$ cat src/hw/rtl/mp2d_pkg.sv
// Shared constants, types and a helper function for the strided 2-D max pooling block.
// Has no dependencies of its own; imported by max_pool_2d_strided and its testbench.
`default_nettype none

package mp2d_pkg;

    // Sizing of the block.
    localparam int MAX_WIDTH    = 64;
    localparam int MAX_KERNEL   = 4;
    localparam int SAMPLE_BITS  = 16;
    localparam int HEIGHT_LIMIT = 64;
    localparam int LINE_ROWS    = MAX_KERNEL - 1;

    // Derived widths.
    localparam int COL_BITS   = $clog2(MAX_WIDTH);
    localparam int ROW_BITS   = $clog2(HEIGHT_LIMIT);
    localparam int SLOT_BITS  = $clog2(LINE_ROWS);
    localparam int OFF_BITS   = $clog2(MAX_KERNEL);
    localparam int WIN_CELLS  = MAX_KERNEL * MAX_KERNEL;
    localparam int CELL_BITS  = $clog2(WIN_CELLS);
    localparam int KREG_BITS  = 3;
    localparam int SREG_BITS  = 3;
    localparam int DIM_BITS   = 7;

    // Reciprocal multiply used for the small quotients by the stride.
    localparam int RECIP_SHIFT = 9;
    localparam int RECIP_BITS  = RECIP_SHIFT + 1;
    localparam int PROD_BITS   = ROW_BITS + RECIP_BITS;

    // Configuration register indexes.
    localparam logic [1:0] CFG_KERNEL_SIZE  = 2'd0;
    localparam logic [1:0] CFG_STRIDE       = 2'd1;
    localparam logic [1:0] CFG_IMAGE_WIDTH  = 2'd2;
    localparam logic [1:0] CFG_IMAGE_HEIGHT = 2'd3;

    typedef logic signed [SAMPLE_BITS-1:0] t_sample;

    // One candidate of the maximum search: value and its row-major cell number.
    typedef struct packed {
        t_sample              val;
        logic [CELL_BITS-1:0] idx;
    } t_cand;

    // One result item.
    typedef struct packed {
        t_sample             pooled_value;
        logic [OFF_BITS-1:0] max_row_offset;
        logic [OFF_BITS-1:0] max_col_offset;
        logic [ROW_BITS-1:0] out_row;
        logic [COL_BITS-1:0] out_col;
        logic                last_of_frame;
    } t_result;

    // Rounded-up 2^RECIP_SHIFT / s for s in 1..7. For dividends below 64 the
    // top bits of v * recip(s) give v / s exactly, and the low bits fall
    // below recip(s) exactly when s divides v.
    function automatic logic [RECIP_BITS-1:0] recip(input logic [SREG_BITS-1:0] s);
        logic [RECIP_BITS-1:0] r;
        r = '0;
        case (s)
            3'd2:    r = 10'd256;
            3'd3:    r = 10'd171;
            3'd4:    r = 10'd128;
            3'd5:    r = 10'd103;
            3'd6:    r = 10'd86;
            3'd7:    r = 10'd74;
            default: r = 10'd512;
        endcase
        return r;
    endfunction

endpackage

`default_nettype wire

$ cat src/hw/rtl/max_pool_2d_strided.sv
// Strided 2-D max pooling over one feature-map channel streamed in raster order.
// An accepted item's result passes the stage 1, stage 2 and output registers to o_valid.
// Throughput: one item per cycle while o_stall is low; all line memories are read, one written.
// A two-entry output stage keeps the input open while one result waits to be taken.
// Reset clears the row and column counters and loads kernel 2, stride 2, 28 x 28;
// the line memories and window registers are not cleared and are never read unwritten.
// Depends on mp2d_pkg.
`default_nettype none

module max_pool_2d_strided
    import mp2d_pkg::*;
(
    input  wire                  i_clk,
    input  wire                  i_rst_n,

    // Sample input channel.
    input  wire                  i_valid,
    output logic                 o_stall,
    input  wire  [SAMPLE_BITS-1:0] i_sample,

    // Result output channel.
    output logic                 o_valid,
    input  wire                  i_stall,
    output logic [SAMPLE_BITS-1:0] o_pooled_value,
    output logic [OFF_BITS-1:0]  o_max_row_offset,
    output logic [OFF_BITS-1:0]  o_max_col_offset,
    output logic [ROW_BITS-1:0]  o_out_row,
    output logic [COL_BITS-1:0]  o_out_col,
    output logic                 o_last_of_frame,

    // Configuration write channel.
    input  wire                  i_cfg_valid,
    output logic                 o_cfg_ready,
    input  wire  [1:0]           i_cfg_index,
    input  wire  [DIM_BITS-1:0]  i_cfg_data
);

    // ------------------------------------------------------------------
    // Declarations
    // ------------------------------------------------------------------
    logic [KREG_BITS-1:0] r_kernel_size;
    logic [SREG_BITS-1:0] r_stride;
    logic [DIM_BITS-1:0]  r_image_width;
    logic [DIM_BITS-1:0]  r_image_height;

    logic [KREG_BITS-1:0] k_eff;
    logic [KREG_BITS-1:0] k_m1;
    logic [SREG_BITS-1:0] s_eff;
    logic [DIM_BITS-1:0]  w_eff;
    logic [DIM_BITS-1:0]  h_eff;

    logic                 en;
    logic                 acc;

    logic [ROW_BITS-1:0]  r_row;
    logic [COL_BITS-1:0]  r_col;
    logic [SLOT_BITS-1:0] r_slot;

    // Stage 1: registered sample and line memory reads.
    logic                 r_v1;
    t_sample              r_x1;
    logic [ROW_BITS-1:0]  r_row1;
    logic [COL_BITS-1:0]  r_col1;
    logic [SLOT_BITS-1:0] r_slot1;
    t_sample              r_rd [LINE_ROWS];

    // Stage 2: window registers and result position.
    t_sample              r_win [MAX_KERNEL][MAX_KERNEL];
    t_sample              col_val [MAX_KERNEL];
    logic                 r_v2;
    logic [ROW_BITS-1:0]  r_orow2;
    logic [COL_BITS-1:0]  r_ocol2;
    logic                 r_last2;

    logic [DIM_BITS-1:0]  row_span;
    logic [DIM_BITS-1:0]  col_span;
    logic [DIM_BITS-1:0]  row_base;
    logic [DIM_BITS-1:0]  col_base;
    logic [DIM_BITS-1:0]  h_base;
    logic [DIM_BITS-1:0]  w_base;
    logic [RECIP_BITS-1:0] rcp;
    logic [PROD_BITS-1:0] prod_r;
    logic [PROD_BITS-1:0] prod_c;
    logic [PROD_BITS-1:0] prod_h;
    logic [PROD_BITS-1:0] prod_w;
    logic [ROW_BITS-1:0]  orow;
    logic [COL_BITS-1:0]  ocol;
    logic                 emit;

    // Stage 3: maximum search and output buffer.
    t_cand                lvl0 [WIN_CELLS];
    t_cand                lvl1 [WIN_CELLS/2];
    t_cand                lvl2 [WIN_CELLS/4];
    t_cand                lvl3 [WIN_CELLS/8];
    t_cand                best;
    t_result              n_result;
    t_result              r_out;
    t_result              r_skid;
    logic                 r_out_valid;
    logic                 r_skid_valid;

    // ------------------------------------------------------------------
    // Configuration registers and their effective values
    // ------------------------------------------------------------------
    assign o_cfg_ready = 1'b1;

    always_ff @(posedge i_clk) begin
        if (!i_rst_n) begin
            r_kernel_size  <= KREG_BITS'(2);
            r_stride       <= SREG_BITS'(2);
            r_image_width  <= DIM_BITS'(28);
            r_image_height <= DIM_BITS'(28);
        end else if (i_cfg_valid && o_cfg_ready) begin
            case (i_cfg_index)
                CFG_KERNEL_SIZE:  r_kernel_size  <= i_cfg_data[KREG_BITS-1:0];
                CFG_STRIDE:       r_stride       <= i_cfg_data[SREG_BITS-1:0];
                CFG_IMAGE_WIDTH:  r_image_width  <= i_cfg_data;
                CFG_IMAGE_HEIGHT: r_image_height <= i_cfg_data;
                default: ;
            endcase
        end
    end

    // Out-of-range settings are clamped to the nearest legal value.
    always_comb begin
        if (r_kernel_size == '0) begin
            k_eff = KREG_BITS'(1);
        end else if (r_kernel_size > KREG_BITS'(MAX_KERNEL)) begin
            k_eff = KREG_BITS'(MAX_KERNEL);
        end else begin
            k_eff = r_kernel_size;
        end
        k_m1  = k_eff - KREG_BITS'(1);
        s_eff = (r_stride == '0) ? SREG_BITS'(1) : r_stride;
        if (r_image_width == '0) begin
            w_eff = DIM_BITS'(1);
        end else if (r_image_width > DIM_BITS'(MAX_WIDTH)) begin
            w_eff = DIM_BITS'(MAX_WIDTH);
        end else begin
            w_eff = r_image_width;
        end
        if (r_image_height == '0) begin
            h_eff = DIM_BITS'(1);
        end else if (r_image_height > DIM_BITS'(HEIGHT_LIMIT)) begin
            h_eff = DIM_BITS'(HEIGHT_LIMIT);
        end else begin
            h_eff = r_image_height;
        end
    end

    // ------------------------------------------------------------------
    // Flow control: the pipeline moves unless the output skid entry is full.
    // ------------------------------------------------------------------
    assign en      = !r_skid_valid;
    assign acc     = i_valid && en;
    assign o_stall = r_skid_valid;

    // ------------------------------------------------------------------
    // Raster position of the next item and its line memory slot
    // ------------------------------------------------------------------
    always_ff @(posedge i_clk) begin
        if (!i_rst_n) begin
            r_row  <= '0;
            r_col  <= '0;
            r_slot <= '0;
        end else if (acc) begin
            if (({1'b0, r_col} + DIM_BITS'(1)) >= w_eff) begin
                r_col <= '0;
                if (({1'b0, r_row} + DIM_BITS'(1)) >= h_eff) begin
                    r_row  <= '0;
                    r_slot <= '0;
                end else begin
                    r_row  <= r_row + ROW_BITS'(1);
                    r_slot <= (r_slot == SLOT_BITS'(LINE_ROWS - 1)) ? '0
                                                                    : r_slot + SLOT_BITS'(1);
                end
            end else begin
                r_col <= r_col + COL_BITS'(1);
            end
        end
    end

    // ------------------------------------------------------------------
    // Line memories: one per slot, each read at the item's column; only the item's slot is written.
    // The read returns the old contents, which a full-height kernel needs.
    // ------------------------------------------------------------------
    for (genvar g = 0; g < LINE_ROWS; g++) begin : g_line
        t_sample r_line [MAX_WIDTH];

        always_ff @(posedge i_clk) begin
            if (acc) begin
                if (r_slot == SLOT_BITS'(g)) begin
                    r_line[r_col] <= i_sample;
                end
                r_rd[g] <= r_line[r_col];
            end
        end
    end

    // Stage 1 registers.
    always_ff @(posedge i_clk) begin
        if (!i_rst_n) begin
            r_v1 <= 1'b0;
        end else if (en) begin
            r_v1 <= acc;
        end
    end

    always_ff @(posedge i_clk) begin
        if (acc) begin
            r_x1    <= i_sample;
            r_row1  <= r_row;
            r_col1  <= r_col;
            r_slot1 <= r_slot;
        end
    end

    // ------------------------------------------------------------------
    // Stage 2: new window column, window shift and result position
    // ------------------------------------------------------------------
    // Window row i takes the line holding image row (row - (k-1-i)).
    always_comb begin
        logic [KREG_BITS-1:0] back;
        logic [KREG_BITS-1:0] sum;
        for (int i = 0; i < MAX_KERNEL; i++) begin
            back = k_m1 - KREG_BITS'(i);
            sum  = {1'b0, r_slot1} + KREG_BITS'(LINE_ROWS) - back;
            if (sum >= KREG_BITS'(LINE_ROWS)) begin
                sum = sum - KREG_BITS'(LINE_ROWS);
            end
            if (KREG_BITS'(i) < k_m1) begin
                col_val[i] = r_rd[sum[SLOT_BITS-1:0]];
            end else begin
                col_val[i] = r_x1;
            end
        end
    end

    // The k x k window shifts left by one column per item.
    always_ff @(posedge i_clk) begin
        if (en && r_v1) begin
            for (int i = 0; i < MAX_KERNEL; i++) begin
                if (KREG_BITS'(i) < k_eff) begin
                    for (int j = 0; j < MAX_KERNEL - 1; j++) begin
                        if (KREG_BITS'(j) < k_m1) begin
                            r_win[i][j] <= r_win[i][j+1];
                        end
                    end
                    for (int j = 0; j < MAX_KERNEL; j++) begin
                        if (KREG_BITS'(j) == k_m1) begin
                            r_win[i][j] <= col_val[i];
                        end
                    end
                end
            end
        end
    end

    // Window origin, output indexes and the stride-grid test.
    always_comb begin
        row_span = {1'b0, r_row1} + DIM_BITS'(1);
        col_span = {1'b0, r_col1} + DIM_BITS'(1);
        row_base = row_span - DIM_BITS'(k_eff);
        col_base = col_span - DIM_BITS'(k_eff);
        h_base   = h_eff - DIM_BITS'(k_eff);
        w_base   = w_eff - DIM_BITS'(k_eff);
        rcp      = recip(s_eff);
        prod_r   = PROD_BITS'(row_base[ROW_BITS-1:0]) * PROD_BITS'(rcp);
        prod_c   = PROD_BITS'(col_base[COL_BITS-1:0]) * PROD_BITS'(rcp);
        prod_h   = PROD_BITS'(h_base[ROW_BITS-1:0]) * PROD_BITS'(rcp);
        prod_w   = PROD_BITS'(w_base[COL_BITS-1:0]) * PROD_BITS'(rcp);
        orow     = prod_r[RECIP_SHIFT +: ROW_BITS];
        ocol     = prod_c[RECIP_SHIFT +: COL_BITS];
        emit     = (row_span >= DIM_BITS'(k_eff)) && (col_span >= DIM_BITS'(k_eff))
                && ({1'b0, r_row1} < h_eff) && ({1'b0, r_col1} < w_eff)
                && (RECIP_BITS'(prod_r[RECIP_SHIFT-1:0]) < rcp)
                && (RECIP_BITS'(prod_c[RECIP_SHIFT-1:0]) < rcp);
    end

    always_ff @(posedge i_clk) begin
        if (!i_rst_n) begin
            r_v2 <= 1'b0;
        end else if (en) begin
            r_v2 <= r_v1 && emit;
        end
    end

    always_ff @(posedge i_clk) begin
        if (en && r_v1) begin
            r_orow2 <= orow;
            r_ocol2 <= ocol;
            r_last2 <= (orow == prod_h[RECIP_SHIFT +: ROW_BITS])
                    && (ocol == prod_w[RECIP_SHIFT +: COL_BITS]);
        end
    end

    // ------------------------------------------------------------------
    // Stage 3: maximum over the window in row-major order.
    // Cells outside the kernel hold the most negative value; as cell (0,0)
    // always lies inside and comes first, they can never win. The right
    // candidate wins only when strictly greater, so the first maximum stays.
    // ------------------------------------------------------------------
    always_comb begin
        for (int n = 0; n < WIN_CELLS; n++) begin
            lvl0[n].idx = CELL_BITS'(n);
            if ((KREG_BITS'(n / MAX_KERNEL) < k_eff) && (KREG_BITS'(n % MAX_KERNEL) < k_eff)) begin
                lvl0[n].val = r_win[n / MAX_KERNEL][n % MAX_KERNEL];
            end else begin
                lvl0[n].val = {1'b1, {(SAMPLE_BITS-1){1'b0}}};
            end
        end
        for (int n = 0; n < WIN_CELLS/2; n++) begin
            lvl1[n] = (lvl0[2*n+1].val > lvl0[2*n].val) ? lvl0[2*n+1] : lvl0[2*n];
        end
        for (int n = 0; n < WIN_CELLS/4; n++) begin
            lvl2[n] = (lvl1[2*n+1].val > lvl1[2*n].val) ? lvl1[2*n+1] : lvl1[2*n];
        end
        for (int n = 0; n < WIN_CELLS/8; n++) begin
            lvl3[n] = (lvl2[2*n+1].val > lvl2[2*n].val) ? lvl2[2*n+1] : lvl2[2*n];
        end
        best = (lvl3[1].val > lvl3[0].val) ? lvl3[1] : lvl3[0];

        n_result.pooled_value   = best.val;
        n_result.max_row_offset = best.idx[CELL_BITS-1 -: OFF_BITS];
        n_result.max_col_offset = best.idx[OFF_BITS-1:0];
        n_result.out_row        = r_orow2;
        n_result.out_col        = r_ocol2;
        n_result.last_of_frame  = r_last2;
    end

    // ------------------------------------------------------------------
    // Output register with one skid entry behind it.
    // ------------------------------------------------------------------
    always_ff @(posedge i_clk) begin
        if (!i_rst_n) begin
            r_out_valid  <= 1'b0;
            r_skid_valid <= 1'b0;
        end else if (r_skid_valid) begin
            if (!i_stall) begin
                r_out_valid  <= 1'b1;
                r_skid_valid <= 1'b0;
            end
        end else if (!r_out_valid || !i_stall) begin
            r_out_valid <= r_v2;
        end else if (r_v2) begin
            r_skid_valid <= 1'b1;
        end
    end

    always_ff @(posedge i_clk) begin
        if (r_skid_valid) begin
            if (!i_stall) begin
                r_out <= r_skid;
            end
        end else if (!r_out_valid || !i_stall) begin
            r_out <= n_result;
        end else if (r_v2) begin
            r_skid <= n_result;
        end
    end

    assign o_valid          = r_out_valid;
    assign o_pooled_value   = r_out.pooled_value;
    assign o_max_row_offset = r_out.max_row_offset;
    assign o_max_col_offset = r_out.max_col_offset;
    assign o_out_row        = r_out.out_row;
    assign o_out_col        = r_out.out_col;
    assign o_last_of_frame  = r_out.last_of_frame;

    // ------------------------------------------------------------------
    // Assertions
    // ------------------------------------------------------------------
    // The skid entry only fills behind a waiting result.
    a_skid_behind_out: assert property (@(posedge i_clk) disable iff (!i_rst_n)
        r_skid_valid |-> r_out_valid)
        else $error("skid entry full while output register is empty");

    // An accepted item inside a row advances the column by one.
    a_col_advance: assert property (@(posedge i_clk) disable iff (!i_rst_n)
        (acc && (({1'b0, r_col} + DIM_BITS'(1)) < w_eff)) |=> (r_col == $past(r_col) + COL_BITS'(1)))
        else $error("column counter did not advance");

    // The first row of a frame always uses the first line slot.
    a_slot_row0: assert property (@(posedge i_clk) disable iff (!i_rst_n)
        (r_row == '0) |-> (r_slot == '0))
        else $error("line slot out of step with the row counter");

    // No item enters while the output side is backed up.
    a_no_accept_full: assert property (@(posedge i_clk) disable iff (!i_rst_n)
        (r_out_valid && r_skid_valid && i_stall) |=> !$past(acc))
        else $error("item accepted while the skid entry was full");

endmodule

`default_nettype wire

$ cat config.mk
export PLATFORM = sky130hd
export DESIGN_NAME = max_pool_2d_strided
export DESIGN_NICKNAME = d
export VERILOG_FILES = /design/src/hw/rtl/mp2d_pkg.sv /design/src/hw/rtl/max_pool_2d_strided.sv
export SDC_FILE = /design/constraint.sdc
export NUM_CORES = 2
export LEC_CHECK = 0
export ABC_CLOCK_PERIOD_IN_PS = 11600
export CAP_MARGIN = 40
export CORE_MARGIN = 10
export CORE_UTILIZATION = 45
export DETAILED_ROUTE_END_ITERATION = 10
export DONT_BUFFER_PORTS = 1
export PLACE_DENSITY = 0.66
export RECOVER_POWER = 100
export SYNTH_ARGS = -nofsm -noshare
export SYNTH_HDL_FRONTEND = slang
export SYNTH_SLANG_ARGS = --single-unit
$ cat constraint.sdc
create_clock -name i_clk -period 11.6 [get_ports i_clk]
set_clock_uncertainty 0.2 [all_clocks]
set_input_delay 0 -clock i_clk [delete_from_list [all_inputs] [get_ports i_clk]]
set_output_delay 0 -clock i_clk [all_outputs]
set_load 0.005 [all_outputs]
# Word-level counts from Yosys, hierarchy flattened

Memory sizes are Yosys's and may differ from the RTL's. A register that Yosys moved wholly into a read port is not among the register bits.
Index checks and enable logic that the tools add are counted.

Add/sub/neg operators: 24
Multipliers: 4
Div/mod/pow operators: 0
Magnitude comparators: 38
Eq/ne operators: 17
Shifts and indexed selects: 0
Muxes and demuxes: 181
Bitwise operators: 14
Reductions and logical operators: 34

Operator list:

| kind                | count |
|---|---|
| $mux 16             | 32 |
| $mux 20             | 15 |
| $gt 16x16->1        | 15 |
| $mux 1              | 109 |
| $mux 33             | 3 |
| $mul 6x10->15       | 4 |
| $pmux 10 s6         | 1 |
| $mux 6              | 8 |
| $add 6x1->7 const B | 4 |
| $mux 7              | 4 |
| $sub 6x3->6         | 4 |
| $lt 9x10->1         | 2 |
| $logic_and 1x1->1   | 15 |
| $ge 7x3->1          | 2 |
| $ge 7x7->1          | 2 |
| $gt 7x7->1 const B  | 2 |
| $logic_not 7->1     | 2 |
| $lt 6x7->1          | 2 |
| $add 6x1->6 const B | 2 |
| $eq 3x3->1 const B  | 4 |
| $eq 6x6->1          | 2 |
| $ge 3x2->1 const B  | 4 |
| $lt 1x3->1 const A  | 4 |
| $lt 2x3->1 const A  | 4 |
| other kinds (24)    | 66 |

Bits in registers: 147
Latch bits: 0
Bits in writable memories: 3376
Memory bits (read-only): 0
Input port bits: 30
Output and inout port bits: 36
Word-level logic and storage cells: 347
Memories kept: 5

Memories:

| memory           | words | width | read ports | clocked after memory_dff | wr ports | line                       | source |
|---|---|---|---|---|---|---|---|
| g_line[0].r_line | 64    | 16    | 1          | 1                        | 1        | max_pool_2d_strided.sv:188 | `t_sample r_line [MAX_WIDTH];` |
| g_line[1].r_line | 64    | 16    | 1          | 1                        | 1        | max_pool_2d_strided.sv:188 |  |
| g_line[2].r_line | 64    | 16    | 1          | 1                        | 1        | max_pool_2d_strided.sv:188 |  |
| r_win            | 4     | 64    | 4          | 0                        | 4        | max_pool_2d_strided.sv:68  | `t_sample r_win [MAX_KERNEL][MAX_KERNEL];` |
| r_rd             | 3     | 16    | 4          | 0                        | 3        | max_pool_2d_strided.sv:65  | `t_sample r_rd [LINE_ROWS];` |

# Depth between registers and ports, before layout

Depth in word-level cells: 16
Gate-level depth with buffers: 63

# Least setup slack after synthesis

Ideal clock, no wire load.

Kind: flip-flop to flip-flop
Start point: register r_kernel_size[1]
End point: register r_skid[22] (netlist name), data pin
Library setup time: 0.254 ns
Data arrival time: 11.213 ns
Setup slack: -0.068 ns
Cell stages (with the launch flop): 60
Cell sequence: dfxtp_1 > buf_2 > a21o_1 > clkbuf_1 > clkbuf_1 > clkbuf_1 > buf_1 > nand2_1 > ha_1 > nand4_2 > or4_4 > o211a_4 > mux2_4 > clkbuf_1 > clkbuf_1 > nand3_1 > o21ai_0 > inv_1 > [... 24 more ...] > a21oi_1 > and4b_1 > buf_4 > mux2_1 > ha_1 > o21a_1 > o21a_1 > o21a_1 > o21a_1 > o21a_1 > o21a_1 > o21ai_0 > a21boi_0 > o21ai_0 > inv_1 > clkbuf_1 > or3_1 > o21a_1

RTL lines:

| what                   | line                       | source |
|---|---|---|
| from (decl)            | max_pool_2d_strided.sv:41  | `logic [KREG_BITS-1:0] r_kernel_size;` |
| from (signal assigned) | max_pool_2d_strided.sv:115 | `CFG_KERNEL_SIZE: r_kernel_size <= i_cfg_data[KREG_BITS-1:0];` |
| to (signal assigned)   | max_pool_2d_strided.sv:358 | `r_skid <= n_result;` |
| to (decl)              | max_pool_2d_strided.sv:98  | `t_result r_skid;` |

==> out/qor.yml <==
floorplan.die_area_um2: 367000
via_count_of_the_first_global_routing_pass: 82900
timing.final.hold_violations: 0
cpPeakStageDelay_ns: 0.60
place.detailed.hpwl_um: 245000
grt_max_degree: 194
initial_core_util_pct: 45.1
routed_wl_um: 395000
synth-seq-cells: 3529
cp_data_arrival_time_ns: 11.37
cts.sink_count: 3529
routed_via_density: 5.92
min_period_ns: 10.92
htree_levels: 5
grtUsageTotal_pct: 21.1
worst_setup_path_start_kind: "register"
final-setup-viol-count: 0
timing.setup.critical_path_class: "register to register"
cts_made_buffers: 364
rsz0062_at_grt: "no"
vdd_drop_max_mv: 0.227
clock_latency_ns: 0.97
netlist_area_um2: 155000
rows: 215
antenna_found_initial: 26
required_time_at_the_worst_slack_endpoint_ns: 12.04
via_count: 82352
gp_routability_congestion: 0.882
postRouteAntennaNets: 0
final_min_period_over_clock_period_pct: 94.2
power.internal_mw: 23.0
p_clk_share_pct: 37.4
synth.avg_cell_area_um2: 17.8
regToRegEndpoint: "r_skid[30]$_DFFE_PP_"
synth_cell_types: 84
whs_path_depth: 4
totalNegativeSetupSlack_ns: 0
detail_route.first_pass.iterations: 8
globalRoute.totalOverflow: 0
synthesis.nets: 9230
port_buffer_count: 0
io-pin-count: 66
p_comb_share_pct: 15.7
switching_share_pct: 25.4
numPlacedInstances: 13152
outcome: "finished, violations left"
core-area_um2: 342000
synthesis.instances: 8680
timing.final.max_slew_violations: 3978
cts_tree: "done"
slew_headroom_pct: -537
reg2reg_slack_ns: 0.68
worst_hold_slack_ns: 0.101
worst-r2r-cell-count: 50
finish.utilization_pct: 50.8
number_of_standard_cells_in_the_final_layout_excluding_fillers: 13920
cpMaxStageDelayCell: "sky130_fd_sc_hd__or4_4"
grt_pass1_wl_um: 577000
max_cap_violations: 45
failing_checks: "capacitance limit, slew limit"
holdCritStartpoint: "i_cfg_valid"
worst_path_most_repeated_cell: "sky130_fd_sc_hd__o21a_1"
design.final.nets: 9609
tightest_slew_ns: 9.55
peak_freq_mhz: 91.5
min_delay_worst_endpoint: "r_stride[0]$_SDFFE_PN0P_"
synthesis.yosys.warnings: 0
post_route_cells_drive_above_1_share_pct: 20.1
wl_per_cell_um: 28.3
fill_cells: 27391
leakage_nw: 57.1
crit_path_end_kind: "register"
die_height_um: 606
clk_root_buffer_cell: "sky130_fd_sc_hd__clkbuf_16"
ys_async_sr_fraction_pct: 0
power.share.sequential_pct: 46.9
clk_path_buf_depth: 4
synth_enable_flop_cells: 3485
r2r-start: "r_kernel_size[0]$_SDFFE_PN0P_"
yosysSeqAreaShare_pct: 68.3
switching_pwr_mw: 7.84
drt_iter0_markers: 10452
fp.dieW_um: 606
syn2layout_area_growth_pct: 12.5
powerDensity_nw_per_um2: 177
dpl_cell_area_um2: 162000
worstHoldPathType: "input pin to register"
postSynth.topFlopCell: "sky130_fd_sc_hd__edfxtp_1"
register_clock_pin_slew_on_the_reported_worst_setup_and_hold_paths_ns: 0.06
timing.critical_path.fanout_max: 16
drc_errors: 0
post-route-cell-area_um2: 174000
## timing repair
item	4_1_cts	5_1_grt
hold buffers	86	5
endpoints found under the setup margin	17	40
cloned	0	4
buffers inserted	0	3
endpoints found under the hold margin	3239	58
pin swaps	0	5
resized for setup	1	42
## worst max-delay path: cells and delay by family, from the launching register on
kind,cells,cell delay [ns]
AOI/OAI and AO/OA,23,4.30
DFF,1,0.39
muxes,4,1.35
and+or+nand+nor,12,2.32
adders and majority gates,4,1.22
buffers and inverters,7,0.87
## metal layers
metal,routed length (um),global-route usage (%)
met1,165000,30.7
met2,186000,33.5
met3,32400,3.29
met4,11300,5.47
met5,41,0
## synth_stat cells (5+ instances only)
| cell type | count | share of area (%) |
|---|---|---|
| sky130_fd_sc_hd__and2_1 | 71 | 0.29 |
| sky130_fd_sc_hd__mux2_4 | 14 | 0.14 |
| sky130_fd_sc_hd__clkinv_1 | 6 | 0.015 |
| sky130_fd_sc_hd__nor4_1 | 9 | 0.036 |
| sky130_fd_sc_hd__o31ai_1 | 8 | 0.039 |
| sky130_fd_sc_hd__buf_1 | 93 | 0.23 |
| sky130_fd_sc_hd__fa_1 | 131 | 1.7 |
| sky130_fd_sc_hd__edfxtp_1 | 3485 | 68 |
| sky130_fd_sc_hd__nor2_1 | 463 | 1.1 |
| sky130_fd_sc_hd__o21a_1 | 99 | 0.48 |
| sky130_fd_sc_hd__nand2b_1 | 81 | 0.33 |
| sky130_fd_sc_hd__mux2i_1 | 116 | 0.75 |
| sky130_fd_sc_hd__o21bai_1 | 8 | 0.039 |
| sky130_fd_sc_hd__ha_1 | 389 | 3.1 |
| sky130_fd_sc_hd__o211ai_1 | 7 | 0.034 |
| sky130_fd_sc_hd__nand4_1 | 58 | 0.23 |
| sky130_fd_sc_hd__and3_1 | 10 | 0.040 |
| sky130_fd_sc_hd__nand3b_1 | 23 | 0.11 |
| sky130_fd_sc_hd__o211a_1 | 14 | 0.091 |
| sky130_fd_sc_hd__and4_1 | 6 | 0.034 |
| sky130_fd_sc_hd__mux2_2 | 113 | 0.82 |
| sky130_fd_sc_hd__a21o_1 | 69 | 0.34 |
| sky130_fd_sc_hd__a21oi_1 | 179 | 0.58 |
| sky130_fd_sc_hd__nand3_1 | 113 | 0.37 |
| sky130_fd_sc_hd__a21boi_0 | 21 | 0.10 |
| sky130_fd_sc_hd__inv_1 | 412 | 1.0 |
| sky130_fd_sc_hd__nor3_1 | 17 | 0.055 |
| sky130_fd_sc_hd__mux4_2 | 996 | 15 |
| sky130_fd_sc_hd__o22ai_1 | 5 | 0.020 |
| sky130_fd_sc_hd__a31oi_1 | 15 | 0.061 |
| sky130_fd_sc_hd__clkbuf_1 | 377 | 0.92 |
| sky130_fd_sc_hd__dfxtp_1 | 44 | 0.57 |
| sky130_fd_sc_hd__or3_1 | 25 | 0.10 |
| sky130_fd_sc_hd__or2_2 | 17 | 0.069 |
| sky130_fd_sc_hd__a211oi_1 | 43 | 0.21 |
| sky130_fd_sc_hd__nor3b_1 | 12 | 0.058 |
| sky130_fd_sc_hd__o21ai_0 | 303 | 0.98 |
| sky130_fd_sc_hd__xor2_1 | 31 | 0.18 |
| sky130_fd_sc_hd__a221oi_1 | 6 | 0.034 |
| sky130_fd_sc_hd__nand2_1 | 601 | 1.5 |
| sky130_fd_sc_hd__xnor2_1 | 58 | 0.33 |
| sky130_fd_sc_hd__nor2b_1 | 50 | 0.20 |
## kinds of logic (layout without fill, tap and decap cells)
kind of cell | after synthesis | in the layout | synth area share (%)
DFF | 3529 | 3529 | 68.3
and+or+nand+nor | 1577 | 1578 | 4.63
muxes | 1241 | 1241 | 16.2
buffers and inverters | 897 | 1573 | 2.20
AOI/OAI and AO/OA | 821 | 823 | 3.26
adders and majority gates | 522 | 522 | 4.86
xor gates and xnor gates | 92 | 92 | 0.548
other | 1 | 5 | 0.00243
## worst max-delay path by stage
stage / from / end / slack [ns] / cells after the start
final: r_kernel_size[0]$_SDFFE_PN0P_ / r_skid[30]$_DFFE_PP_ / 0.68 / 50
after global routing: r_kernel_size[0]$_SDFFE_PN0P_ / r_skid[23]$_DFFE_PP_ / 0.001 / 50
after CTS: r_kernel_size[1]$_SDFFE_PN1P_ / r_skid[23]$_DFFE_PP_ / 0.09 / 48
after detailed placement: r_kernel_size[0]$_SDFFE_PN0P_ / r_skid[29]$_DFFE_PP_ / -0.01 / 50
after global placement: r_kernel_size[0]$_SDFFE_PN0P_ / r_skid[25]$_DFFE_PP_ / 0.13 / 50
after floorplan: r_kernel_size[1]$_SDFFE_PN1P_ / r_skid[22]$_DFFE_PP_ / 0.04 / 59
## metrics by stage
| stage | setup WS, ns | power [mW] |
|---|---|---|
| 6_report | 0.675 | 30.8 |
| 5_1_grt | 0.00111 | 32.0 |
| 4_1_cts | 0.0910 | 30.9 |
| 3_5_place_dp | -0.0105 | 19.2 |
| 3_3_place_gp | 0.126 | 19.0 |
| 2_1_floorplan | 0.0361 | 17.6 |
## state kept, by name, indices dropped and copies added (netlist names), 2 cells and up, named ones only
signal / cells
r_slot: 2
r_image_height: 7
r_row: 6
r_kernel_size: 3
o_max_col_offset: 2
o_out_row: 6
r_slot1: 2
r_rd: 48
r_col1: 6
o_out_col: 6
r_image_width: 7
r_win: 256
o_pooled_value: 16
r_col: 6
o_max_row_offset: 2
r_orow2: 6
g_line.r_line: 3072
r_ocol2: 6
r_x1: 16
r_skid: 33
r_stride: 3
r_row1: 6
## area by class of cell
type	count	area, um^2	share of cell area (%)
multi-input combinational	4257	46000	26.4
tap	4557	5700	3.28
clock buffer	431	9510	5.47
clock inverter	235	2320	1.33
timing repair buffer	489	3290	1.89
antenna	4	10.0	0.00576
inverter	418	1570	0.905
sequential	3529	106000	60.7
## placed cells by master (no fill, tap or decap), drive strengths merged, types with 117 or more instances in the layout
cell type / instances
fa: 131
mux2: 128
nand2: 601
ha: 389
buf: 157
nor2: 463
clkbuf: 690
a21oi: 180
edfxtp: 3485
clkinv: 178
mux2i: 117
inv: 424
o21ai: 307
mux4: 996
## power by group through the flow
stage	sequential [mW]	clock, mW	combinational (mW)
after global routing	14.5	12.2	5.27
after CTS	14.4	11.7	4.79
after floorplan	14.6	0	3.09
final	14.4	11.5	4.83
after detailed placement	14.6	0	4.54
after global placement	14.6	0	4.42
No activity file was read; power rests on OpenSTA's default activity.
